[src/rtl/ptpd_pkg.sv]
// Package for the per-thread print deframer.
// Holds the per-thread parser phase codes, the state entry type and defaults.
// No dependencies.
`timescale 1ns / 1ps

package ptpd_pkg;

	localparam int THREADS_DEF = 8;
	localparam int TID_W = 3;
	localparam int WORD_W = 32;
	localparam int CNT_W = 3;
	localparam int PH_W = 2;
	localparam int OUT_TDATA_W = 72;

	localparam logic [PH_W-1:0] PH_DELIM = 2'd0;
	localparam logic [PH_W-1:0] PH_DESC = 2'd1;
	localparam logic [PH_W-1:0] PH_DATA = 2'd2;

	localparam logic [WORD_W-1:0] DELIM_RESET = 32'hFFFF_FFFF;
	localparam logic [7:0] ZERO_BYTE = 8'h00;
	localparam logic [CNT_W-1:0] CNT_NONE = 3'd4;

	typedef struct packed {
		logic [WORD_W-1:0] desc;
		logic [PH_W-1:0] after_delim;
		logic [PH_W-1:0] phase;
	} ptpd_entry_t;

	localparam ptpd_entry_t ENTRY_RESET = '{desc: '0, after_delim: PH_DESC, phase: PH_DELIM};

	typedef struct packed {
		logic valid;
		logic [CNT_W-1:0] char_count;
		logic end_of_message;
	} ptpd_result_t;

endpackage

[src/rtl/ptpd_state_mem.sv]
// Per-thread state memory with registered read.
// Entries never written read back as the reset entry through per-entry valid bits.
// Depends on ptpd_pkg.
`timescale 1ns / 1ps

module ptpd_state_mem
	import ptpd_pkg::*;
#(
	parameter int THREADS = THREADS_DEF,
	parameter int IW = (THREADS > 1) ? $clog2(THREADS) : 1
) (
	input  logic clk,
	input  logic arst_n,
	input  logic rd_en,
	input  logic [IW-1:0] rd_idx,
	output ptpd_entry_t rd_entry,
	input  logic wr_en,
	input  logic [IW-1:0] wr_idx,
	input  ptpd_entry_t wr_entry
);

	ptpd_entry_t mem [THREADS];
	logic [THREADS-1:0] written_q;
	ptpd_entry_t rd_data_q;
	logic rd_written_q;

	always_ff @(posedge clk) begin
		if (wr_en) begin
			mem[wr_idx] <= wr_entry;
		end
		if (rd_en) begin
			rd_data_q <= mem[rd_idx];
		end
	end

	always_ff @(posedge clk or negedge arst_n) begin
		if (!arst_n) begin
			written_q <= '0;
			rd_written_q <= 1'b0;
		end else begin
			if (wr_en) begin
				written_q[wr_idx] <= 1'b1;
			end
			if (rd_en) begin
				rd_written_q <= written_q[rd_idx];
			end
		end
	end

	assign rd_entry = rd_written_q ? rd_data_q : ENTRY_RESET;

endmodule

[src/rtl/ptpd_parser.sv]
// Next-state and result logic of one thread's three-phase parser.
// Finds the first zero byte of a text word. Depends on ptpd_pkg.
`timescale 1ns / 1ps

module ptpd_parser
	import ptpd_pkg::*;
(
	input  ptpd_entry_t cur,
	input  logic [WORD_W-1:0] word,
	input  logic [WORD_W-1:0] delim,
	input  logic in_range,
	output ptpd_entry_t nxt,
	output ptpd_result_t res
);

	logic is_delim;
	logic [CNT_W-1:0] cnt;
	logic has_zero;
	logic emit;

	always_comb begin
		cnt = CNT_NONE;
		for (int k = 3; k >= 0; k--) begin
			if (word[8*k +: 8] == ZERO_BYTE) begin
				cnt = CNT_W'(k);
			end
		end
	end

	assign has_zero = (cnt != CNT_NONE);
	assign is_delim = (word == delim);

	always_comb begin
		nxt = cur;
		emit = 1'b0;
		unique case (cur.phase)
			PH_DELIM: begin
				if (is_delim) begin
					nxt.phase = cur.after_delim;
				end
			end
			PH_DESC: begin
				if (!is_delim) begin
					nxt.desc = word;
					nxt.phase = PH_DELIM;
					nxt.after_delim = PH_DATA;
				end
			end
			PH_DATA: begin
				if (!is_delim) begin
					emit = 1'b1;
					nxt.phase = PH_DELIM;
					if (has_zero) begin
						nxt.after_delim = PH_DESC;
					end
				end
			end
			default: begin
				nxt = cur;
			end
		endcase
	end

	assign res.valid = emit && in_range;
	assign res.char_count = cnt;
	assign res.end_of_message = has_zero;

endmodule

[src/rtl/per_thread_print_deframer.sv]
// Top level of the per-thread print deframer: input stage, state memory with
// write-back forwarding, parser and output register. Depends on ptpd_pkg,
// ptpd_state_mem and ptpd_parser.
//
// Channel  Direction  Signals                      Content
// s_*      in         tvalid tready tdata tuser    tdata: bus_word; tuser: thread_number
// m_*      out        tvalid tready tdata tuser    tdata: descriptor, text_word,
//                     tlast                        char_count; tuser: thread_out;
//                                                  tlast: end_of_message
// cfg_*    in         valid ready data             delimiter word
//
// One word is taken per cycle while s_tready is high; the word is registered in the parse stage and its result
// in the output register, from which it is offered on m_*. The state memory read is registered; the last write back is
// forwarded, so words of the same thread may follow back to back.
// Reset clears the control state and marks every thread entry as unwritten.
// A stalled output holds a word that has a result in the parse stage and drops s_tready.
`timescale 1ns / 1ps

module per_thread_print_deframer
	import ptpd_pkg::*;
#(
	parameter int THREADS = THREADS_DEF
) (
	input  logic clk,
	input  logic arst_n,
	input  logic s_tvalid,
	output logic s_tready,
	input  logic [WORD_W-1:0] s_tdata,      // [31:0] bus_word
	input  logic [TID_W-1:0] s_tuser,       // [2:0] thread_number
	output logic m_tvalid,
	input  logic m_tready,
	output logic [OUT_TDATA_W-1:0] m_tdata, // [31:0] descriptor, [63:32] text_word,
	                                        // [66:64] char_count, [71:67] zero
	output logic [TID_W-1:0] m_tuser,       // [2:0] thread_out
	output logic m_tlast,
	input  logic cfg_valid,
	output logic cfg_ready,
	input  logic [WORD_W-1:0] cfg_data
);

	localparam int IW = (THREADS > 1) ? $clog2(THREADS) : 1;

	logic [WORD_W-1:0] delim_q;
	logic v_s1;
	logic [TID_W-1:0] tid_s1;
	logic [WORD_W-1:0] word_s1;
	logic in_range_s1;
	logic wr_vld_q;
	logic [IW-1:0] wr_idx_q;
	ptpd_entry_t wr_ent_q;
	logic out_valid_q;
	logic [TID_W-1:0] out_tid_q;
	logic [WORD_W-1:0] out_desc_q;
	logic [WORD_W-1:0] out_word_q;
	logic [CNT_W-1:0] out_cnt_q;
	logic out_eom_q;

	logic accept;
	logic out_free;
	logic s1_go;
	logic wr_en;
	logic [IW-1:0] rd_idx;
	logic [IW-1:0] idx_s1;
	ptpd_entry_t mem_entry;
	ptpd_entry_t cur_entry;
	ptpd_entry_t nxt_entry;
	ptpd_result_t res;

	assign cfg_ready = 1'b1;

	always_ff @(posedge clk or negedge arst_n) begin
		if (!arst_n) begin
			delim_q <= DELIM_RESET;
		end else if (cfg_valid && cfg_ready) begin
			delim_q <= cfg_data;
		end
	end

	assign out_free = !out_valid_q || m_tready;
	assign s1_go = v_s1 && (!res.valid || out_free);
	assign s_tready = !v_s1 || s1_go;
	assign accept = s_tvalid && s_tready;
	assign rd_idx = IW'(s_tuser);
	assign idx_s1 = IW'(tid_s1);
	assign wr_en = s1_go && in_range_s1;

	ptpd_state_mem #(
		.THREADS(THREADS),
		.IW(IW)
	) u_mem (
		.clk(clk),
		.arst_n(arst_n),
		.rd_en(accept),
		.rd_idx(rd_idx),
		.rd_entry(mem_entry),
		.wr_en(wr_en),
		.wr_idx(idx_s1),
		.wr_entry(nxt_entry)
	);

	assign cur_entry = (wr_vld_q && (wr_idx_q == idx_s1)) ? wr_ent_q : mem_entry;

	ptpd_parser u_parser (
		.cur(cur_entry),
		.word(word_s1),
		.delim(delim_q),
		.in_range(in_range_s1),
		.nxt(nxt_entry),
		.res(res)
	);

	always_ff @(posedge clk or negedge arst_n) begin
		if (!arst_n) begin
			v_s1 <= 1'b0;
			wr_vld_q <= 1'b0;
			out_valid_q <= 1'b0;
		end else begin
			if (s_tready) begin
				v_s1 <= s_tvalid;
			end
			if (wr_en) begin
				wr_vld_q <= 1'b1;
			end
			if (s1_go && res.valid) begin
				out_valid_q <= 1'b1;
			end else if (m_tready) begin
				out_valid_q <= 1'b0;
			end
		end
	end

	always_ff @(posedge clk) begin
		if (accept) begin
			tid_s1 <= s_tuser;
			word_s1 <= s_tdata;
			in_range_s1 <= (32'(s_tuser) < THREADS);
		end
		if (wr_en) begin
			wr_idx_q <= idx_s1;
			wr_ent_q <= nxt_entry;
		end
		if (s1_go && res.valid) begin
			out_tid_q <= tid_s1;
			out_desc_q <= cur_entry.desc;
			out_word_q <= word_s1;
			out_cnt_q <= res.char_count;
			out_eom_q <= res.end_of_message;
		end
	end

	assign m_tvalid = out_valid_q;
	assign m_tuser = out_tid_q;
	assign m_tlast = out_eom_q;
	assign m_tdata = {5'b0, out_cnt_q, out_word_q, out_desc_q};

endmodule

[config.mk]
export PLATFORM = sky130hd
export DESIGN_NAME = per_thread_print_deframer
export DESIGN_NICKNAME = d
export VERILOG_FILES = /design/src/rtl/ptpd_pkg.sv /design/src/rtl/ptpd_state_mem.sv /design/src/rtl/ptpd_parser.sv /design/src/rtl/per_thread_print_deframer.sv
export SDC_FILE = /design/constraint.sdc
export NUM_CORES = 1
export LEC_CHECK = 0
export ABC_AREA = 1
export CORE_MARGIN = 4
export CORE_UTILIZATION = 25
export CTS_BUF_LIST = sky130_fd_sc_hd__clkbuf_4 sky130_fd_sc_hd__clkbuf_8
export CTS_CLUSTER_DIAMETER = 150
export DETAILED_ROUTE_END_ITERATION = 8
export DONT_BUFFER_PORTS = 1
export SLEW_MARGIN = 15
export SYNTH_ARGS = -nofsm -noshare
export SYNTH_HDL_FRONTEND = slang
export SYNTH_SLANG_ARGS = --single-unit
[constraint.sdc]
create_clock -name clk -period 4.95 [get_ports clk]
set_clock_uncertainty 0.15 [all_clocks]
set_input_delay 1.485 -clock clk [delete_from_list [all_inputs] [get_ports clk]]
set_output_delay 1.485 -clock clk [all_outputs]
set_load 0.005 [all_outputs]
==> flow_summary.ini <==
[synthesis]
seq_area_frac_synth_pct = 75.78
synth_area_leaders = edfxtp_1 (70%), nor2_1 (5.3%), o21ai_0 (4.6%)
synth_largest_area_cell = edfxtp_1
yosys_register_bits = 513
yosysWarnings = 0
netlist_instances = 1541
synth_top_cell_area_share_pct = 70.10
synth_cell_types = 32
avgSynthCellArea_um2 = 13.04
syn_area_mm2 = 0.02009

[sta]
hold_violations = 0
worst_slew_pin_slew_ps = 1031
slew_headroom_pct = 31.30
fin_crit_ps = 4258
rsz0062_at_grt = no
fin_crit_sh_pct = 86.02
slew_violations = 0
worst_slack_ps = 692.1
tns_ps = 0
fmax_ghz = 0.2349
setup_viol_count_final = 0

[clock_network]
cts_sinks = 513
h-tree-depth = 3
cts_buffer_depth = 3
cts_setup_buffers = 0
post_cts_resized = 0
clk_latency_ps = 640
cts-root-buf = clkbuf_8
cts_tree = yes
postCtsHoldBufs = 0
cts_buffers = 85
path_clk_slew_ps = 60

[pwr]
irDropWorstVdd_uv = 168.4
power.density_mw_per_mm2 = 422.6
p_leak_uw = 0.007947

[placement]
gp_congestion = 0.7561
post-place-ws_ps = 1154
hpwl_um = 28890
io_buffer_count = 0
place_inst = 2536

[route]
vias = 12043
wl_um = 51080
firstDrtPassIters = 7
route.detailed.drc = 0
wl_per_cell_um = 18.97
detail_route.iter0.violations = 929
routed_via_density = 4.474
drtAntennaViolNets = 0

[worst_hold_path]
hold_path_class = reg2reg
min_from = u_mem.written_q[5]
worstHoldEndpoint = u_mem.written_q[5]
min_delay_path_depth = 2

[grt]
grt-ovfl-total = 0
grt_first_pass_wirelength_um = 75840
grt_max_degree = 155
track_usage_pct = 11.59
grt_pass1_vias = 12168
antenna_found_initial = 1

[setup_path]
cp_slowest_stage_delay_ps = 500
crit_arrival_ps = 2620
r2r_cells = 11
path_cells = inv_2 > o21ai_2 > nor2_4 > nand2_4 > nand3_1 > o21ai_1 > ha_1 > nand4_1
critPathTopFamily = simple AND/OR/NAND/NOR gates
reg2reg_to = word_s1[19]
cp_data_required_time_ps = 3310
crit_slowest_cell = edfxtp_1
cp.buffers_inverters = 1
path_max_fanout = 18
worstSetupPathType = reg2out
rrSetupSlack_ps = 1250
crit_path_end_kind = output port
cp-start-kind = register
r2r-start = idx_s1[0]

[layout]
final_layout_size_suffix_gt1_share_pct = 14.75
fin_cells = 2692
area_growth_pct = 14.06
final_nets = 1649
post-route-util_pct = 28.91

[run]
max_cap_violations = 0

[die]
initial_core_util_pct = 25.35
rows = 103
core_mm2 = 0.07926
io_pins = 151
die_h_um = 291.5
die_x_um = 291.5
die_area_mm2 = 0.08496

[outcome]
status = complete, no violations
## sequential cells by signal, indices dropped and copies added, names as in the netlist
signal	flops
u_mem.mem	288
u_mem.rd_data_q	36
wr_ent_q	36
delim_q	32
out_desc_q	32
out_word_q	32
word_s1	32
u_mem.written_q	8
idx_s1	3
m_tuser	3
out_cnt_q	3
wr_idx_q	3
m_tlast	1
m_tvalid	1
u_mem.rd_written_q	1
v_s1	1
wr_vld_q	1
## layout by cell type (no fill, tap or decap), drive strengths merged
cell / n
a21oi: 6
a31oi: 37
buf: 27
clkbuf: 134
clkinv: 20
clkinvlp: 2
conb: 6
dfrtp: 12
dfstp: 32
diode: 1
edfxtp: 469
ha: 4
inv: 78
mux2: 22
nand2: 161
nand3: 73
nand3b: 2
nand4: 13
nor2: 283
nor3: 1
o21ai: 199
o22ai: 36
or2: 1
xnor2: 22
xor2: 1
## worst reg2reg max path, delay by kind of cell (launching register included)
kind / cells / cell delay (ps)
buf+inv: 3 / 1080
fa+ha+maj: 1 / 320
flops: 1 / 500
simple gates: 5 / 940
compound gates: 2 / 370
## cells in the mapped netlist, drive strengths merged
| library cell | count |
|---|---|
| o22ai | 36 |
| nand3b | 2 |
| o21ai | 199 |
| nor3 | 1 |
| clkbuf | 43 |
| a31oi | 37 |
| a21oi | 6 |
| conb | 2 |
| ha | 4 |
| dfrtp | 12 |
| nand2 | 161 |
| dfstp | 32 |
| buf | 43 |
| edfxtp | 469 |
| xnor2 | 22 |
| nand4 | 13 |
| xor2 | 1 |
| nor2 | 283 |
| or2 | 1 |
| nand3 | 73 |
| mux2 | 22 |
| inv | 79 |
## where the power goes
group	switching, µW	total, µW	leakage, µW	internal, µW
Clock	1630	3660	0.000900	2030
Combinational	565	751	0.00221	186
Sequential	98.3	5270	0.00484	5170
## cell families after synthesis
logic type,share of synthesized area [%]
compound gates,7.436
xor+xnor,1.003
fa+ha+maj,0.2491
buf+inv,3.475
flops,75.78
mux,1.233
other cells,0.03738
simple gates,10.79
## stage by stage
| step | area (µm²) | power [µW] | hold slack, ps |
|---|---|---|---|
| 3_3_place_gp | 21220 | 6071 | 285.1 |
| 3_5_place_dp | 21220 | 6112 | 289.8 |
| 4_1_cts | 22910 | 9760 | 303.4 |
| 5_1_grt | 22910 | 10080 | 340.5 |
| 2_1_floorplan | 20110 | 5854 | 269.4 |
| 6_report | 22910 | 9685 | 302.8 |
## metal layers
metal	routed length [µm]	track usage, %
met5	0	0
met4	1878	4.775
met3	3372	2.754
met2	24940	19.17
met1	20890	14.59
## area by class of cell
type / instances / area, µm²
Antenna cell: 1 / 2.502
Clock buffer: 134 / 1588
Clock inverter: 21 / 100.1
Fill cell: 7949 / 56340
Inverter: 79 / 300.3
Multi-Input combinational cell: 867 / 4183
Sequential cell: 513 / 15220
Tap cell: 1050 / 1314
Timing Repair Buffer: 27 / 202.7
## worst max-delay path by stage
stage | cells past startpoint | to | startpoint | slack (ps)
detailed placement | 5 | word_s1[20] | m_tready | 1150
finish | 8 | s_tready | idx_s1[0] | 690
global route | 8 | s_tready | idx_s1[0] | 480
CTS | 7 | s_tready | idx_s1[2] | 620
global placement | 5 | word_s1[20] | m_tready | 1210
floorplan | 4 | idx_s1[0] | m_tready | 1200
No activity file was read; power rests on OpenSTA's default activity.
